==> config.mk <==
export PLATFORM = sky130hd
export DESIGN_NAME = abundant_number_test_unit
export DESIGN_NICKNAME = d
export VERILOG_FILES = /design/src/rtl/core/abn_pkg.sv /design/src/rtl/core/abn_ctrl.sv /design/src/rtl/core/abn_datapath.sv /design/src/rtl/core/abundant_number_test_unit.sv
export SDC_FILE = /design/constraint.sdc
export NUM_CORES = 1
export LEC_CHECK = 0
export BUFFER_PORTS_ARGS = -buffer_cell sky130_fd_sc_hd__buf_2
export CELL_PAD_IN_SITES_DETAIL_PLACEMENT = 1
export CELL_PAD_IN_SITES_GLOBAL_PLACEMENT = 2
export CORE_ASPECT_RATIO = 0.6
export CORE_UTILIZATION = 45
export CTS_BUF_LIST = sky130_fd_sc_hd__clkbuf_4
export DETAILED_ROUTE_END_ITERATION = 8
export GPL_ROUTABILITY_DRIVEN = 0
export MAX_ROUTING_LAYER = met4
export PLACE_DENSITY = 0.94
export SLEW_MARGIN = 20
export SYNTH_ARGS = -nofsm -noshare
export SYNTH_HDL_FRONTEND = slang
export SYNTH_SLANG_ARGS = --single-unit
==> constraint.sdc <==
create_clock -name clock -period 14.9 [get_ports clock]
set_input_delay 2.98 -clock clock [delete_from_list [all_inputs] [get_ports clock]]
set_output_delay 2.98 -clock clock [all_outputs]
set_load 0.01 [all_outputs]
==> src/rtl/core/abn_pkg.sv <==
`timescale 1ns / 1ps

package abn_pkg;

   // Width of the reported divisor sum and its saturation value.
   localparam int unsigned SUM_WIDTH = 27;
   localparam logic [SUM_WIDTH-1:0] SUM_MAX = {SUM_WIDTH{1'b1}};

   typedef enum logic [2:0] {
      ST_IDLE,
      ST_CHECK,
      ST_DIVIDE,
      ST_ACCUM,
      ST_FINISH
   } state_type;

   // Commands from the controller to the datapath.
   typedef struct packed {
      logic load;       // capture a new value and restart the trial divisor
      logic div_start;  // set up a division of the value by the trial divisor
      logic div_step;   // one quotient bit
      logic accum;      // add divisor and cofactor if the division was exact, advance the trial divisor
      logic out_load;   // write the result into the output register
   } cmd_type;

   // Status from the datapath to the controller.
   typedef struct packed {
      logic loop_done;  // square of the trial divisor exceeds the value
      logic div_last;   // the current division step is the final one
   } status_type;

endpackage

==> src/rtl/core/abn_ctrl.sv <==
`timescale 1ns / 1ps

module abn_ctrl
   import abn_pkg::*;
(
   input  logic       clock,
   input  logic       reset,
   input  logic       req_valid,
   output logic       req_stall,
   output logic       rsp_valid,
   input  logic       rsp_stall,
   input  status_type status,
   output cmd_type    cmd
);

   state_type state_ff, state_in;
   logic      rsp_valid_ff, rsp_valid_in;
   logic      out_free;

   // The output register can take a new result once the old one is gone.
   assign out_free = !rsp_valid_ff || !rsp_stall;

   always_comb begin
      state_in = state_ff;
      unique case (state_ff)
         ST_IDLE: begin
            if (req_valid) state_in = ST_CHECK;
         end
         ST_CHECK: begin
            state_in = status.loop_done ? ST_FINISH : ST_DIVIDE;
         end
         ST_DIVIDE: begin
            if (status.div_last) state_in = ST_ACCUM;
         end
         ST_ACCUM: begin
            state_in = ST_CHECK;
         end
         ST_FINISH: begin
            if (out_free) state_in = ST_IDLE;
         end
         default: begin
            state_in = ST_IDLE;
         end
      endcase
   end

   always_comb begin
      cmd       = '0;
      req_stall = 1'b1;
      unique case (state_ff)
         ST_IDLE: begin
            req_stall = 1'b0;
            cmd.load  = req_valid;
         end
         ST_CHECK: begin
            cmd.div_start = !status.loop_done;
         end
         ST_DIVIDE: begin
            cmd.div_step = 1'b1;
         end
         ST_ACCUM: begin
            cmd.accum = 1'b1;
         end
         ST_FINISH: begin
            cmd.out_load = out_free;
         end
         default: begin
            cmd = '0;
         end
      endcase
   end

   assign rsp_valid_in = cmd.out_load || (rsp_valid_ff && rsp_stall);
   assign rsp_valid    = rsp_valid_ff;

   always_ff @(posedge clock) begin
      if (reset) begin
         state_ff     <= ST_IDLE;
         rsp_valid_ff <= 1'b0;
      end else begin
         state_ff     <= state_in;
         rsp_valid_ff <= rsp_valid_in;
      end
   end

endmodule

==> src/rtl/core/abn_datapath.sv <==
`timescale 1ns / 1ps

module abn_datapath
   import abn_pkg::*;
#(
   parameter int unsigned VALUE_WIDTH = 24
) (
   input  logic                   clock,
   input  logic [VALUE_WIDTH-1:0] req_value,
   input  cmd_type                cmd,
   output status_type             status,
   output logic                   rsp_is_abundant,
   output logic [SUM_WIDTH-1:0]   rsp_divisor_sum
);

   // The trial divisor stops one past the integer square root of the value.
   localparam int unsigned DW = (VALUE_WIDTH + 1) / 2 + 1;
   localparam int unsigned SW = 2 * DW;
   // The proper divisor sum stays below sixteen times the value in this range.
   localparam int unsigned AW = VALUE_WIDTH + 4;
   localparam int unsigned CW = $clog2(VALUE_WIDTH);
   localparam int unsigned EW = (AW > SUM_WIDTH) ? AW : SUM_WIDTH;

   logic [VALUE_WIDTH-1:0] n_ff, n_in;
   logic [DW-1:0]          d_ff, d_in;
   logic [SW-1:0]          sq_ff, sq_in;
   logic [AW-1:0]          acc_ff, acc_in;
   logic [DW-1:0]          rem_ff, rem_in;
   logic [VALUE_WIDTH-1:0] quo_ff, quo_in;
   logic [CW-1:0]          cnt_ff, cnt_in;
   logic                   abundant_ff, abundant_in;
   logic [SUM_WIDTH-1:0]   sum_ff, sum_in;

   logic [DW:0]            trial;
   logic                   trial_ge;
   logic [DW:0]            trial_diff;
   logic                   add_cofactor;
   logic [AW-1:0]          addend;
   logic [EW-1:0]          acc_ext;

   // Restoring division, one quotient bit per cycle.
   assign trial      = {rem_ff, quo_ff[VALUE_WIDTH-1]};
   assign trial_ge   = trial >= {1'b0, d_ff};
   assign trial_diff = trial - {1'b0, d_ff};

   assign add_cofactor = (d_ff != DW'(1)) && (quo_ff != VALUE_WIDTH'(d_ff));
   assign addend       = AW'(d_ff) + (add_cofactor ? AW'(quo_ff) : AW'(0));
   assign acc_ext      = EW'(acc_ff);

   assign status.loop_done = sq_ff > SW'(n_ff);
   assign status.div_last  = cnt_ff == '0;

   always_comb begin
      n_in        = n_ff;
      d_in        = d_ff;
      sq_in       = sq_ff;
      acc_in      = acc_ff;
      rem_in      = rem_ff;
      quo_in      = quo_ff;
      cnt_in      = cnt_ff;
      abundant_in = abundant_ff;
      sum_in      = sum_ff;
      if (cmd.load) begin
         n_in   = req_value;
         d_in   = DW'(1);
         sq_in  = SW'(1);
         acc_in = '0;
      end
      if (cmd.div_start) begin
         rem_in = '0;
         quo_in = n_ff;
         cnt_in = CW'(VALUE_WIDTH - 1);
      end
      if (cmd.div_step) begin
         rem_in = trial_ge ? trial_diff[DW-1:0] : trial[DW-1:0];
         quo_in = {quo_ff[VALUE_WIDTH-2:0], trial_ge};
         cnt_in = cnt_ff - CW'(1);
      end
      if (cmd.accum) begin
         if (rem_ff == '0) acc_in = acc_ff + addend;
         d_in  = d_ff + DW'(1);
         sq_in = sq_ff + SW'({d_ff, 1'b1});
      end
      if (cmd.out_load) begin
         abundant_in = acc_ff > AW'(n_ff);
         sum_in      = (acc_ext > EW'(SUM_MAX)) ? SUM_MAX : acc_ext[SUM_WIDTH-1:0];
      end
   end

   always_ff @(posedge clock) begin
      n_ff        <= n_in;
      d_ff        <= d_in;
      sq_ff       <= sq_in;
      acc_ff      <= acc_in;
      rem_ff      <= rem_in;
      quo_ff      <= quo_in;
      cnt_ff      <= cnt_in;
      abundant_ff <= abundant_in;
      sum_ff      <= sum_in;
   end

   assign rsp_is_abundant = abundant_ff;
   assign rsp_divisor_sum = sum_ff;

endmodule

==> src/rtl/core/abundant_number_test_unit.sv <==
`timescale 1ns / 1ps
// Channel   Direction  Handshake             Payload
// request   in         req_valid, req_stall  req_value (VALUE_WIDTH bits)
// response  out        rsp_valid, rsp_stall  rsp_is_abundant, rsp_divisor_sum (27 bits)
//
// The time one request takes grows with D = floor(sqrt(value)), the number of trial
// divisors; the bit-serial divider, run once for each trial divisor, sets it.
// Reset is synchronous and active high; it clears the controller and the response valid.
// A finished result waits in the output register while the next request is taken;
// that request stalls only at its end if the old result has not been collected.

module abundant_number_test_unit
   import abn_pkg::*;
#(
   parameter int unsigned VALUE_WIDTH = 24
) (
   input  logic                   clock,
   input  logic                   reset,
   input  logic                   req_valid,
   output logic                   req_stall,
   input  logic [VALUE_WIDTH-1:0] req_value,
   output logic                   rsp_valid,
   input  logic                   rsp_stall,
   output logic                   rsp_is_abundant,
   output logic [SUM_WIDTH-1:0]   rsp_divisor_sum
);

   // The controller sequences trial divisors and division steps; the datapath
   // holds the value, the divider, the running sum and the output register.
   cmd_type    cmd;
   status_type status;

   abn_ctrl u_ctrl (
      .clock     (clock),
      .reset     (reset),
      .req_valid (req_valid),
      .req_stall (req_stall),
      .rsp_valid (rsp_valid),
      .rsp_stall (rsp_stall),
      .status    (status),
      .cmd       (cmd)
   );

   abn_datapath #(
      .VALUE_WIDTH (VALUE_WIDTH)
   ) u_datapath (
      .clock           (clock),
      .req_value       (req_value),
      .cmd             (cmd),
      .status          (status),
      .rsp_is_abundant (rsp_is_abundant),
      .rsp_divisor_sum (rsp_divisor_sum)
   );

endmodule

==> flow_summary.yaml <==
status:
  outcome: "completed"
timing:
  timing.setup.tns_ns: 0
  slew_viol_final: 0
  max_freq_ghz: 0.202
  final-hold-violation-count: 0
  worst_setup_skew_after_layout_ns: 0.0336
  setup_viol_count_final: 0
  timing.slew.headroom_pct: 28.9
  timing.final.crit_share_pct: 33.3
  finalWorstPathRequiredPeriod_ns: 4.96
  rsz0062_at_grt: "no"
  worstMarginPinSlew_ns: 1.06
run:
  drv_cap: 0
power:
  power_switching_w: 0.000331
  cellInternalPower_w: 0.000709
  seqPwrFrac_pct: 52.6
  power.leakage_nw: 4.75
  power.share.combinational_pct: 19.5
  pwr-share-clk_pct: 28.0
  sw_frac_of_total_pct: 31.8
  power.total_w: 0.00104
  worst_ir_drop_vdd_mv: 0.0554
  power-per-cell-area_nw_per_um2: 89.0
global_routing:
  grt_pass1_vias: 8466
  grt_start_max_net_pins: 52
  initial_antenna_violation_count: 1
  grt_first_pass_wirelength_um: 47700
  overflow: 0
  grt_usage_pct: 26.4
clocking:
  ctsResizeCount: 0
  clock_tree_from_tritoncts: "done"
  clock_sinks: 165
  cts_hold_buffers: 0
  postCtsSetupRepairBufs: 0
  cts_buffers: 17
  clk_pin_slew_worst_paths_ns: 0.15
  htreeDepth: 4
  cts_max_path_buffers: 2
  worst_skew_pair.late_latency_ns: 0.63
  cts.root.buffer_cell: "clkbuf_4"
routing:
  wl_per_cell_um: 20.8
  via_per_inst: 5.75
  top_layer: "met4"
  antenna_violating_nets_post_route: 0
  routed_wirelength_um: 29900
  remaining_drc_errors: 0
  wl_met3_um: 1790
  routed-wl-met2_um: 12900
  drt-met1-wl_um: 14800
  detail_route.iter0.violations: 522
  num_vias: 8238
  drt_pass1_iterations: 5
synth:
  synth-seq-cells: 165
  netlist.area_leader.share_pct: 37.2
  synth_cell_type_count: 63
  postSynthCellCount: 1050
  yosysTopAreaCell: "edfxtp_1"
  synth_sequential_area_ratio_pct: 43.2
  synth-edff-count: 133
  asyncSetResetFlopFracSynth_pct: 0
  synth.avg_cell_area_sq_um: 10.2
  yosysWarningCount: 0
  yosys-top-cells-area: "edfxtp_1 (37%), ha_1 (13%), dfxtp_1 (6.0%), xnor2_1 (4.2%), o21ai_0 (3.1%)"
  synth_top_flop_cell: "edfxtp_1"
  mappedNetlistNets: 1206
  syn_area_sq_um: 10700
die:
  num_io_pins: 58
  core_sq_um: 23200
  fp.dieH_um: 122
  chipWidth_um: 201
  start_util_pct: 46.2
  die_area_sq_um: 24500
  floorplan.rows: 43
critical_path:
  critPathArrivalTime_ns: 5.45
  path_class: "flop to flop"
  crit_required_ns: 15.39
  timing.critical_path.slowest_stage_cell: "nor4_1"
  path_buf_inv: 2
  crit_path_max_incr_delay_ns: 0.51
  end_kind: "flop"
  critical_path.max_fanout: 24
  path_cells: "nor4_1 > nand4_1 > nor4_1 > a31oi_1 > buf_4 > and2_1 > fa_1 > ha_1 > inv_1 > fa_1 > nand2b_1 > a21oi_1 > o211ai_1 > nand2_1 > o221ai_1 > o21ai_1 > xnor2_1 > o21ai_0"
  worstSetupStartpointType: "flop"
  critical-path-top-delay-family: "simple AND/OR/NAND/NOR gates"
min_path:
  timing.hold.worst.class: "flop to flop"
cells_and_area:
  nets: 1259
  layout.cells.most_common_list: "edfxtp_1 (133), ha_1 (112), nand2_1 (81)"
  final_layout_size_suffix_gt1_share_pct: 12.3
  filler_cell_count: 2664
  layout.cells.most_common: "edfxtp_1"
  area.growth.synth_to_final_pct: 8.75
  finalNonFillerCells: 1432
placed_design:
  io_buffers: 57
  dpl.hpwl_um: 22800
  place_inst: 1399
through the flow:
stage | hold WS [ns] | area, sq um | setup slack, ns | util, %
after floorplan | 0.459 | 10700 | 9.23 | -
after global placement | 0.508 | 11400 | 10.22 | 48.9
after detailed placement | 0.517 | 11400 | 9.97 | 48.9
after CTS | 0.538 | 11700 | 9.94 | 50.2
after global routing | 0.559 | 11700 | 9.47 | 50.2
final | 0.537 | 11700 | 9.94 | 50.2
cell type report:
type | count | area [sq um] | share of cell area (%)
Multi-Input combinational cell | 794 | 5780 | 49.5
Antenna cell | 1 | 2.50 | 0.0214
Inverter | 62 | 233 | 1.99
Clock inverter | 15 | 171 | 1.47
Clock buffer | 17 | 128 | 1.09
Timing Repair Buffer | 63 | 330 | 2.83
Sequential cell | 165 | 4630 | 39.7
Tap cell | 315 | 394 | 3.38
worst min-delay path, stage by stage (launching register included):
cell	delay, ns
dfxtp_1	0.37
nand3_1	0.07
o21ai_0	0.07
logic make-up (layout without fill, tap and decap cells):
kind of cell / count (synthesis) / in the layout / synth area share (%)
adders and majority gates: 128 / 128 / 16.0
muxes: 11 / 11 / 1.03
AOI/OAI and AO/OA: 235 / 235 / 14.3
DFF: 165 / 165 / 43.2
buffers and inverters: 91 / 157 / 3.26
and+or+nand+nor: 348 / 348 / 16.3
other: 0 / 1 / 0
xor gates and xnor gates: 72 / 72 / 5.88
synthesized netlist by cell type, types with 24 or more instances:
cell,instances
edfxtp_1,133
ha_1,112
nand2_1,81
nor2_1,73
o21ai_0,67
inv_1,62
a21oi_1,53
xnor2_1,51
a21o_1,39
nand3_1,39
dfxtp_1,32
and2_1,30
or2_2,30
clkbuf_1,24
registers in the layout, summed over array words and instances (netlist names):
| signal | flops |
|---|---|
| u_ctrl.rsp_valid | 1 |
| u_datapath.rsp_is_abundant | 1 |
| u_datapath.d_ff | 13 |
| u_datapath.rsp_divisor_sum | 27 |
| u_datapath.acc_ext | 28 |
| u_datapath.quo_ff | 24 |
| u_ctrl.state_ff | 3 |
| u_datapath.n_ff | 24 |
| u_datapath.rem_ff | 13 |
| u_datapath.cnt_ff | 5 |
| u_datapath.sq_ff | 26 |
final timing paths:
| check | start | to | slack, ns | cells past startpoint |
|---|---|---|---|---|
| max | u_datapath.quo_ff[16] | u_datapath.acc_ext[23] | 9.94 | 18 |
| min | u_datapath.acc_ext[0] | u_datapath.acc_ext[0] | 0.54 | 2 |
| max reg2reg | u_datapath.quo_ff[16] | u_datapath.acc_ext[23] | 9.94 | 18 |
| min reg2reg | u_datapath.acc_ext[0] | u_datapath.acc_ext[0] | 0.54 | 2 |
power by group through the flow:
stage	clock network, W	logic, W	registers (W)
2_1_floorplan	0	0.000145	0.000547
3_3_place_gp	0	0.000192	0.000555
3_5_place_dp	0	0.000199	0.000556
4_1_cts	0.000299	0.000201	0.000546
5_1_grt	0.000313	0.000224	0.000549
6_report	0.000291	0.000202	0.000546
layer usage:
layer  global-route usage, %  up-vias
met5                       -        -
met4                    5.49        0
met3                    6.69       29
met2                    38.5      193
met1                    36.9     4088
li1                        -     3928
Power figures use the tool's default switching activity.
